### src/hw/rtl/rlebd_pkg.sv
// Shared types and constants for the run-length BGRA row decoder.
// No dependencies.
package rlebd_pkg;

  localparam int LEN_W         = 13;
  // widest row; must fit LEN_W
  localparam int MAX_ROW_WIDTH = 4096;
  localparam int FIFO_DEPTH    = 4;
  localparam int FIFO_AW       = 2;

  localparam logic [2:0] METH_LIT3 = 3'd2;
  localparam logic [2:0] METH_REP3 = 3'd3;
  localparam logic [2:0] METH_LIT4 = 3'd4;
  localparam logic [2:0] METH_REP4 = 3'd5;

  localparam logic [7:0] ALPHA_OPAQUE = 8'hFF;

  typedef enum logic [8:0] {
    PH_CMD_LO = 9'b000000001,
    PH_CMD_HI = 9'b000000010,
    PH_SKIP   = 9'b000000100,
    PH_COUNT  = 9'b000001000,
    PH_LIT3   = 9'b000010000,
    PH_LIT4   = 9'b000100000,
    PH_REP3   = 9'b001000000,
    PH_REP4   = 9'b010000000,
    PH_DRAIN  = 9'b100000000
  } phase_t;

  typedef struct packed {
    logic [7:0]       blue;
    logic [7:0]       green;
    logic [7:0]       red;
    logic [7:0]       alpha;
    logic [LEN_W-1:0] run_length;
    logic             row_done;
    logic             truncated;
  } result_t;

  // Runs produced by one parse step: the command's own run and the short-stream pad.
  typedef struct packed {
    logic main;
    logic pad;
  } emit_t;

endpackage

### src/hw/rtl/rle_bgra_row_decoder_unit.sv
// Run-length BGRA row decoder, top level: input register, parser, result queue.
// Depends on rlebd_pkg, rlebd_parser, rlebd_res_fifo.
//
// Takes one byte of a compressed row stream per cycle and produces runs of
// identical BGRA pixels. An item is held in the input register, parsed by
// combinational logic and its runs land in a four-entry result queue that
// drives the outputs. One byte per cycle is sustained as long as the result
// queue has room for two runs, so the output side (one run per cycle while
// out_stall is low) sets the limit when bytes produce runs faster than they
// are taken. A byte flagged as stream end that leaves the row short produces
// an extra zero-pixel run filling the row, flagged truncated. row_width
// may only be written while the block is idle; a write restarts the row.
module rle_bgra_row_decoder_unit (
  input  logic                          clk,
  input  logic                          rst,
  input  logic                          in_valid,
  output logic                          in_stall,
  input  logic [7:0]                    data_byte,
  input  logic                          stream_end,
  output logic                          out_valid,
  input  logic                          out_stall,
  output logic [7:0]                    blue,
  output logic [7:0]                    green,
  output logic [7:0]                    red,
  output logic [7:0]                    alpha,
  output logic [rlebd_pkg::LEN_W-1:0]   run_length,
  output logic                          row_done,
  output logic                          truncated,
  input  logic                          cfg_valid,
  output logic                          cfg_ready,
  input  logic [rlebd_pkg::LEN_W-1:0]   row_width
);
  import rlebd_pkg::*;

  logic               held;
  logic [7:0]         byte_q;
  logic               end_q;
  logic               room, step, accept;
  emit_t              emit;
  result_t            res_main, res_pad, d0, d1, head;
  logic [1:0]         push_n;
  logic [FIFO_AW:0]   count;

  assign room     = (count <= (FIFO_AW + 1)'(FIFO_DEPTH - 2));
  assign step     = held && room;
  assign in_stall = held && !room;
  assign accept   = in_valid && !in_stall;
  assign cfg_ready = !held;

  always_ff @(posedge clk) begin
    if (rst) begin
      held <= 1'b0;
    end else if (accept) begin
      held <= 1'b1;
    end else if (step) begin
      held <= 1'b0;
    end
  end

  always_ff @(posedge clk) begin
    if (accept) begin
      byte_q <= data_byte;
      end_q  <= stream_end;
    end
  end

  rlebd_parser u_parser (
    .clk        (clk),
    .rst        (rst),
    .step       (step),
    .data_byte  (byte_q),
    .stream_end (end_q),
    .cfg_write  (cfg_valid && cfg_ready),
    .cfg_width  (row_width),
    .emit       (emit),
    .res_main   (res_main),
    .res_pad    (res_pad)
  );

  // pack the step's runs into consecutive queue slots
  always_comb begin
    d0 = res_main;
    d1 = res_pad;
    push_n = 2'd0;
    priority if (emit.main && emit.pad) begin
      push_n = 2'd2;
    end else if (emit.main) begin
      push_n = 2'd1;
    end else if (emit.pad) begin
      d0 = res_pad;
      push_n = 2'd1;
    end else begin
      push_n = 2'd0;
    end
  end

  rlebd_res_fifo u_fifo (
    .clk    (clk),
    .rst    (rst),
    .push_n (push_n),
    .d0     (d0),
    .d1     (d1),
    .pop    (!out_stall),
    .dout   (head),
    .count  (count)
  );

  assign out_valid  = (count != '0);
  assign blue       = head.blue;
  assign green      = head.green;
  assign red        = head.red;
  assign alpha      = head.alpha;
  assign run_length = head.run_length;
  assign row_done   = head.row_done;
  assign truncated  = head.truncated;

  a_fifo_bound: assert property (@(posedge clk) disable iff (rst)
    count <= (FIFO_AW + 1)'(FIFO_DEPTH))
    else $error("result queue overflow");

  a_pad_on_end: assert property (@(posedge clk) disable iff (rst)
    emit.pad |-> (step && end_q))
    else $error("pad run without stream end");

  a_one_row_done: assert property (@(posedge clk) disable iff (rst)
    (emit.main && emit.pad) |-> !res_main.row_done)
    else $error("row completed twice in one step");

  a_push_room: assert property (@(posedge clk) disable iff (rst)
    (push_n != 2'd0) |-> ($past(count) <= (FIFO_AW + 1)'(FIFO_DEPTH)) && room)
    else $error("push without room");

endmodule

### src/hw/rtl/rlebd_parser.sv
// Byte parser: command words, counts, pixel groups and row bookkeeping.
// Depends on rlebd_pkg.
module rlebd_parser (
  input  logic                            clk,
  input  logic                            rst,
  input  logic                            step,
  input  logic [7:0]                      data_byte,
  input  logic                            stream_end,
  input  logic                            cfg_write,
  input  logic [rlebd_pkg::LEN_W-1:0]     cfg_width,
  output rlebd_pkg::emit_t                emit,
  output rlebd_pkg::result_t              res_main,
  output rlebd_pkg::result_t              res_pad
);
  import rlebd_pkg::*;

  phase_t            phase, phase_next;
  logic              stream_parity, stream_parity_next;
  logic [7:0]        cmd_lo, cmd_lo_next;
  logic [2:0]        method, method_next;
  logic [1:0]        skip_left, skip_left_next;
  logic [31:0]       run_count, run_count_next;
  logic [LEN_W-1:0]  pixels_left, pixels_left_next;
  logic [31:0]       pixel_bytes, pixel_bytes_next;
  logic [2:0]        byte_in_group, byte_in_group_next;
  logic [LEN_W-1:0]  cur_width;

  logic              hdr, data, em_main, em_pad, three;
  logic [LEN_W-1:0]  len_req, len_c;
  logic [31:0]       pix_v;
  logic [31:0]       byte_sh;
  result_t           rm, rp;

  function automatic logic [LEN_W-1:0] eff_width(input logic [LEN_W-1:0] w);
    logic [LEN_W-1:0] r;
    r = w;
    if (w == '0) r = LEN_W'(1);
    if (32'(w) > 32'(MAX_ROW_WIDTH)) r = LEN_W'(MAX_ROW_WIDTH);
    return r;
  endfunction

  always_comb begin
    phase_next         = phase;
    stream_parity_next = ~stream_parity;
    cmd_lo_next        = cmd_lo;
    method_next        = method;
    skip_left_next     = skip_left;
    run_count_next     = run_count;
    pixels_left_next   = pixels_left;
    pixel_bytes_next   = pixel_bytes;
    byte_in_group_next = byte_in_group;
    hdr     = 1'b0;
    data    = 1'b0;
    em_main = 1'b0;
    em_pad  = 1'b0;
    three   = 1'b0;
    len_req = '0;
    len_c   = '0;
    rm      = '0;
    rp      = '0;
    byte_sh = {24'b0, data_byte} << {byte_in_group[1:0], 3'b000};
    pix_v   = pixel_bytes | byte_sh;

    unique case (phase)
      PH_CMD_LO: begin
        // a command starts on an even position; odd byte is a pad
        if (!stream_parity) begin
          cmd_lo_next = data_byte;
          phase_next  = PH_CMD_HI;
        end
      end
      PH_CMD_HI: begin
        method_next    = data_byte[7:5];
        skip_left_next = data_byte[4:3];
        run_count_next = {21'b0, data_byte[2:0], cmd_lo};
        hdr = 1'b1;
      end
      PH_SKIP: begin
        skip_left_next = skip_left - 2'd1;
        hdr = 1'b1;
      end
      PH_COUNT: begin
        run_count_next     = run_count | byte_sh;
        byte_in_group_next = byte_in_group + 3'd1;
        data = byte_in_group_next[2];
      end
      PH_LIT3, PH_LIT4, PH_REP3, PH_REP4: begin
        three = (phase == PH_LIT3) || (phase == PH_REP3);
        pixel_bytes_next   = pix_v;
        byte_in_group_next = byte_in_group + 3'd1;
        if (three ? (byte_in_group_next == 3'd3) : (byte_in_group_next == 3'd4)) begin
          pixel_bytes_next   = '0;
          byte_in_group_next = '0;
          if (three) begin
            rm.blue  = pix_v[7:0];
            rm.green = pix_v[15:8];
            rm.red   = pix_v[23:16];
            rm.alpha = ALPHA_OPAQUE;
          end else begin
            rm.blue  = pix_v[15:8];
            rm.green = pix_v[23:16];
            rm.red   = pix_v[31:24];
            rm.alpha = pix_v[7:0];
          end
          if (phase == PH_LIT3 || phase == PH_LIT4) begin
            em_main = 1'b1;
            len_req = LEN_W'(1);
            run_count_next = run_count - 32'(run_count != '0);
            if (run_count_next == '0) phase_next = PH_CMD_LO;
          end else begin
            em_main = (run_count != '0);
            len_req = run_count[LEN_W-1:0];
            run_count_next = '0;
            phase_next = PH_CMD_LO;
          end
        end
      end
      default: ;
    endcase

    if (hdr) begin
      priority if (skip_left_next != '0) begin
        phase_next = PH_SKIP;
      end else if (run_count_next[10:0] == '0) begin
        // zero count field: a 32-bit count follows
        run_count_next     = '0;
        byte_in_group_next = '0;
        phase_next         = PH_COUNT;
      end else begin
        data = 1'b1;
      end
    end

    if (data) begin
      if (run_count_next > 32'(pixels_left)) run_count_next = 32'(pixels_left);
      pixel_bytes_next   = '0;
      byte_in_group_next = '0;
      unique case (method_next)
        METH_LIT3: phase_next = (run_count_next != '0) ? PH_LIT3 : PH_CMD_LO;
        METH_REP3: phase_next = PH_REP3;
        METH_LIT4: phase_next = (run_count_next != '0) ? PH_LIT4 : PH_CMD_LO;
        METH_REP4: phase_next = PH_REP4;
        default: begin
          phase_next = PH_CMD_LO;
          em_main    = (run_count_next != '0);
          len_req    = run_count_next[LEN_W-1:0];
        end
      endcase
    end

    if (em_main) begin
      len_c = (len_req > pixels_left) ? pixels_left : len_req;
      pixels_left_next = pixels_left - len_c;
      rm.run_length = len_c;
      rm.row_done   = (pixels_left_next == '0);
      if (pixels_left_next == '0) phase_next = PH_DRAIN;
    end

    if (stream_end) begin
      if (phase_next != PH_DRAIN && pixels_left_next != '0) begin
        em_pad        = 1'b1;
        rp.run_length = pixels_left_next;
        rp.row_done   = 1'b1;
        rp.truncated  = 1'b1;
      end
      phase_next         = PH_CMD_LO;
      stream_parity_next = 1'b0;
      cmd_lo_next        = '0;
      method_next        = '0;
      skip_left_next     = '0;
      run_count_next     = '0;
      pixels_left_next   = eff_width(cur_width);
      pixel_bytes_next   = '0;
      byte_in_group_next = '0;
    end
  end

  assign emit.main = step && em_main;
  assign emit.pad  = step && em_pad;
  assign res_main  = rm;
  assign res_pad   = rp;

  always_ff @(posedge clk) begin
    if (rst || cfg_write) begin
      cur_width     <= rst ? LEN_W'(MAX_ROW_WIDTH) : cfg_width;
      pixels_left   <= eff_width(rst ? LEN_W'(MAX_ROW_WIDTH) : cfg_width);
      phase         <= PH_CMD_LO;
      stream_parity <= 1'b0;
      cmd_lo        <= '0;
      method        <= '0;
      skip_left     <= '0;
      run_count     <= '0;
      pixel_bytes   <= '0;
      byte_in_group <= '0;
    end else if (step) begin
      phase         <= phase_next;
      stream_parity <= stream_parity_next;
      cmd_lo        <= cmd_lo_next;
      method        <= method_next;
      skip_left     <= skip_left_next;
      run_count     <= run_count_next;
      pixels_left   <= pixels_left_next;
      pixel_bytes   <= pixel_bytes_next;
      byte_in_group <= byte_in_group_next;
    end
  end

endmodule

### src/hw/rtl/rlebd_res_fifo.sv
// Result queue: up to two runs written per cycle, one read per cycle while pop is asserted.
// Depends on rlebd_pkg.
module rlebd_res_fifo (
  input  logic                              clk,
  input  logic                              rst,
  input  logic [1:0]                        push_n,
  input  rlebd_pkg::result_t                d0,
  input  rlebd_pkg::result_t                d1,
  input  logic                              pop,
  output rlebd_pkg::result_t                dout,
  output logic [rlebd_pkg::FIFO_AW:0]       count
);
  import rlebd_pkg::*;

  result_t            slots [FIFO_DEPTH];
  logic [FIFO_AW-1:0] wptr, rptr;
  logic               do_pop;

  assign do_pop = pop && (count != '0);
  assign dout   = slots[rptr];

  always_ff @(posedge clk) begin
    if (push_n != 2'd0) slots[wptr] <= d0;
    if (push_n == 2'd2) slots[wptr + FIFO_AW'(1)] <= d1;
  end

  always_ff @(posedge clk) begin
    if (rst) begin
      wptr  <= '0;
      rptr  <= '0;
      count <= '0;
    end else begin
      wptr  <= wptr + FIFO_AW'(push_n);
      rptr  <= rptr + FIFO_AW'(do_pop);
      count <= count + (FIFO_AW + 1)'(push_n) - (FIFO_AW + 1)'(do_pop);
    end
  end

endmodule
### config.mk
export PLATFORM = sky130hd
export DESIGN_NAME = rle_bgra_row_decoder_unit
export DESIGN_NICKNAME = d
export VERILOG_FILES = /design/src/hw/rtl/rlebd_pkg.sv /design/src/hw/rtl/rle_bgra_row_decoder_unit.sv /design/src/hw/rtl/rlebd_parser.sv /design/src/hw/rtl/rlebd_res_fifo.sv
export SDC_FILE = /design/constraint.sdc
export NUM_CORES = 1
export LEC_CHECK = 0
export ABC_CLOCK_PERIOD_IN_PS = 35800
export BUFFER_PORTS_ARGS = -buffer_cell sky130_fd_sc_hd__buf_4
export CORE_MARGIN = 5
export CORE_UTILIZATION = 40
export CTS_BUF_LIST = sky130_fd_sc_hd__clkbuf_16
export CTS_CLUSTER_SIZE = 20
export DETAILED_ROUTE_END_ITERATION = 10
export PLACE_DENSITY_LB_ADDON = 0.25
export SYNTH_ARGS = -nofsm -noshare
export SYNTH_HDL_FRONTEND = slang
export SYNTH_SLANG_ARGS = --single-unit
### constraint.sdc
create_clock -name clk -period 35.8 [get_ports clk]
set_input_delay 7.16 -clock clk [delete_from_list [all_inputs] [get_ports clk]]
set_output_delay 7.16 -clock clk [all_outputs]
set_load 0.03 [all_outputs]
==> impl_metrics.csv <==
group,metric,value,unit
outcome,outcome,"finished clean",
floorplan,start_util,40.3,%
cts,postCtsHoldBufs,0,
floorplan,num_rows,77,
job,drv_cap,0,
synth,syn_area_per_cell,9.00,sq um
cts,ctsRootBufferMaster,"clkbuf_16",
cts,cts_resized,0,
cts,clk_latency,0.58,ns
pwr,p_per_area,45.5,mW/mm^2
synth,synth_top_cell_area_share,25.5,%
synth,synth_ff_type,"dfxtp_1",
sta,setup_viol,0,
finish,finalNonFillerCells,2617,
finish,layout_commonest_cell,"nand2_1",
sta,hold_ws,0.450,ns
route,drc,0,
pwr,power.leakage,7.17,nW
place,dp.final_hpwl,45400,microns
synth,ys_async_sr_fraction,0,%
cts,cts.clk_slew.worst_paths,0.06,ns
sta,finalHoldViolCount,0,
cts,clockBufferDepth,3,
finish,final_util,45.3,%
sta,period_needed,14.98,ns
finish,area_growth,12.5,%
cts,cts_tree,"built",
sta,fmax,66.7,MHz
synth,synth-seq-area-share,41.5,%
cts,cts_setup_buffers,0,
finish,n_antenna_cell,0,
floorplan,die_area,0.0487,sq mm
finish,drive_gt1_share,12.7,%
floorplan,chipWidth,221,microns
finish,layout.nets,2077,
worst_hold_path,hold_path_class,"reg2reg",
place,io_buffers,76,
place,dp.cells,2551,
sta,skew,0.0260,ns
sta,slew_viol_final,0,
synth,synthCells,1975,
route,route.detailed.wl_per_inst,24.1,microns
floorplan,coreArea,0.0441,sq mm
synth,synthesis.nets,2054,
synth,yosysTopAreaCell,"dfxtp_1",
global_route,grt_max_degree,49,
global_route,track_usage,25.1,%
synth,syn_area,0.0178,sq mm
synth,ys_ff_latch,321,
route,ant_nets,0,
sta,setup_tns,0,ns
route,first_iter_violations,2013,
critical_path,slowest_delay,1.13,ns
synth,synth_edf_count,95,
critical_path,critical_path.slowest_cell,"nor3_1",
cts,cts_buffers,37,
global_route,antenna_found_initial,0,
global_route,grt-ovfl-total,0,
critical_path,critPathCaptureType,"register",
pwr,vdd_drop_max,0.0609,mV
synth,netlist_top_cells_area,"dfxtp_1 25%, edfxtp_1 16%, mux4_2 6.0%",
floorplan,ios,77,
sta,worstMarginPinSlew,1.43,ns
route,postRouteWirelength,63000,microns
critical_path,cp-start-kind,"register",
global_route,grt_pass1_vias,15548,
route,vias,16419,
critical_path,cp_common_cell,"ha_1",
route,vias_per_cell,6.27,
critical_path,cp.arrival,15.49,ns
synth,yosys.cell_types.count,81,
sta,rsz0062_at_grt,"false",
global_route,grt_pass1_wl,94800,microns
sta,period_share,41.8,%
finish,layout_common_cells,"244 x nand2_1, 224 x dfxtp_1, 168 x nor2_1, 158 x o21ai_0",
synth,yosysWarningCount,0,
floorplan,die-height,221,microns
cts,h-tree-depth,2,
place,gp_congestion,1.02,
cts,clkSinkCount,321,
route,dr.pass1.iters,7,
critical_path,worstPathRequired,36.31,ns
critical_path,critical_path_class,"reg2reg",
sta,slew_headroom,3.86,%
critical_path,cp_max_fo,29,
==> state kept, by name (all words and copies together) (netlist names), 3 cells and up <==
name	flops
u_parser.pixel_bytes	32
u_parser.method	3
u_parser.pixels_left	13
u_parser.run_count	32
u_parser.cmd_lo	8
u_parser.cur_width	13
u_parser.phase	9
byte_q	8
u_fifo.slots	188
u_fifo.count	3
u_parser.byte_in_group	3
==> metrics by stage <==
step | setup WS, ns | total power, mW | instance area (sq um)
after global routing | 20.05 | 0.941 | 20000
after detailed placement | 21.30 | 0.561 | 18900
final | 20.82 | 0.909 | 20000
after global placement | 21.66 | 0.561 | 18900
after floorplan | 22.52 | 0.507 | 17800
after CTS | 21.26 | 0.913 | 20000
==> critical path, delay by kind of cell, from the launching register on <==
family	cells	cell delay, ns
AO/OA/AOI/OAI	28	5.48
buffers and inverters	6	1.12
flip-flops	1	0.39
AND/OR/NAND/NOR	18	5.76
adder cells (fa/ha/maj)	7	2.15
==> layer usage <==
layer / wire [microns] / share of wire, % / track usage (%) / vias to the layer above
met3: 5240 / 8.3 / 4.47 / 152
met2: 27900 / 44 / 38.8 / 793
li1: - / - / - / 7487
met4: 2140 / 3.4 / 8.12 / 0
met1: 27700 / 44 / 35.9 / 7987
met5: 0 / 0 / 0 / -
==> cells by family after synthesis <==
| family | synth area share [%] |
|---|---|
| simple gates | 18.4 |
| buf+inv | 4.20 |
| mux | 6.79 |
| flops | 41.5 |
| xor+xnor | 2.07 |
| fa+ha+maj | 3.80 |
| compound gates | 23.2 |
==> synthesized netlist by cell type, types with 6 or more instances <==
cell,count
mux2_2,6
a22oi_1,14
a32oi_1,6
or4_1,17
o21a_1,10
a211oi_1,6
o21ai_0,158
o31ai_1,13
a221o_1,14
a31oi_1,38
ha_1,50
nand3_1,42
nor4_1,26
a22o_1,92
nor3b_1,10
xor2_1,15
a21oi_1,116
xnor2_1,27
a221oi_1,10
or3_1,16
edfxtp_1,95
o22ai_1,45
dfxtp_1,226
nand4_1,22
mux4_2,47
buf_2,8
nor2_1,171
o211ai_1,13
and2_1,14
o32ai_1,10
mux2i_1,8
buf_1,9
nand2_1,244
inv_1,56
nand2b_1,9
o41ai_1,12
nor3_1,50
or2_2,9
and3_1,11
o21ai_1,7
nor2b_1,26
clkbuf_1,110
==> layout make-up <==
class                           count  area, sq um
Inverter                           57          214
Tap cell                          592          741
Clock buffer                       37          926
Sequential cell                   321         7380
Multi-Input combinational cell   1466         9670
Clock inverter                     29          193
Timing Repair Buffer              115          863
Fill cell                        4319        24100
==> where the power goes <==
part | leakage [nW] | switching [mW] | internal, mW
Sequential | 2.66 | 0.0101 | 0.383
Combinational | 3.93 | 0.104 | 0.0583
Clock | 0.578 | 0.162 | 0.191
Total | 7.17 | 0.276 | 0.633
==> path summary, 6_finish.rpt <==
kind                               start                  end  slack [ns]  cells after the start
setup / recovery  u_parser.run_count[18]  u_fifo.slots[1][45]       20.82                     59
setup reg to reg  u_parser.run_count[18]  u_fifo.slots[1][45]       20.82                     59
hold / removal       u_fifo.slots[1][36]  u_fifo.slots[1][36]        0.45                      2
hold reg to reg      u_fifo.slots[1][36]  u_fifo.slots[1][36]        0.45                      2
(Power assumes the default switching activity.)
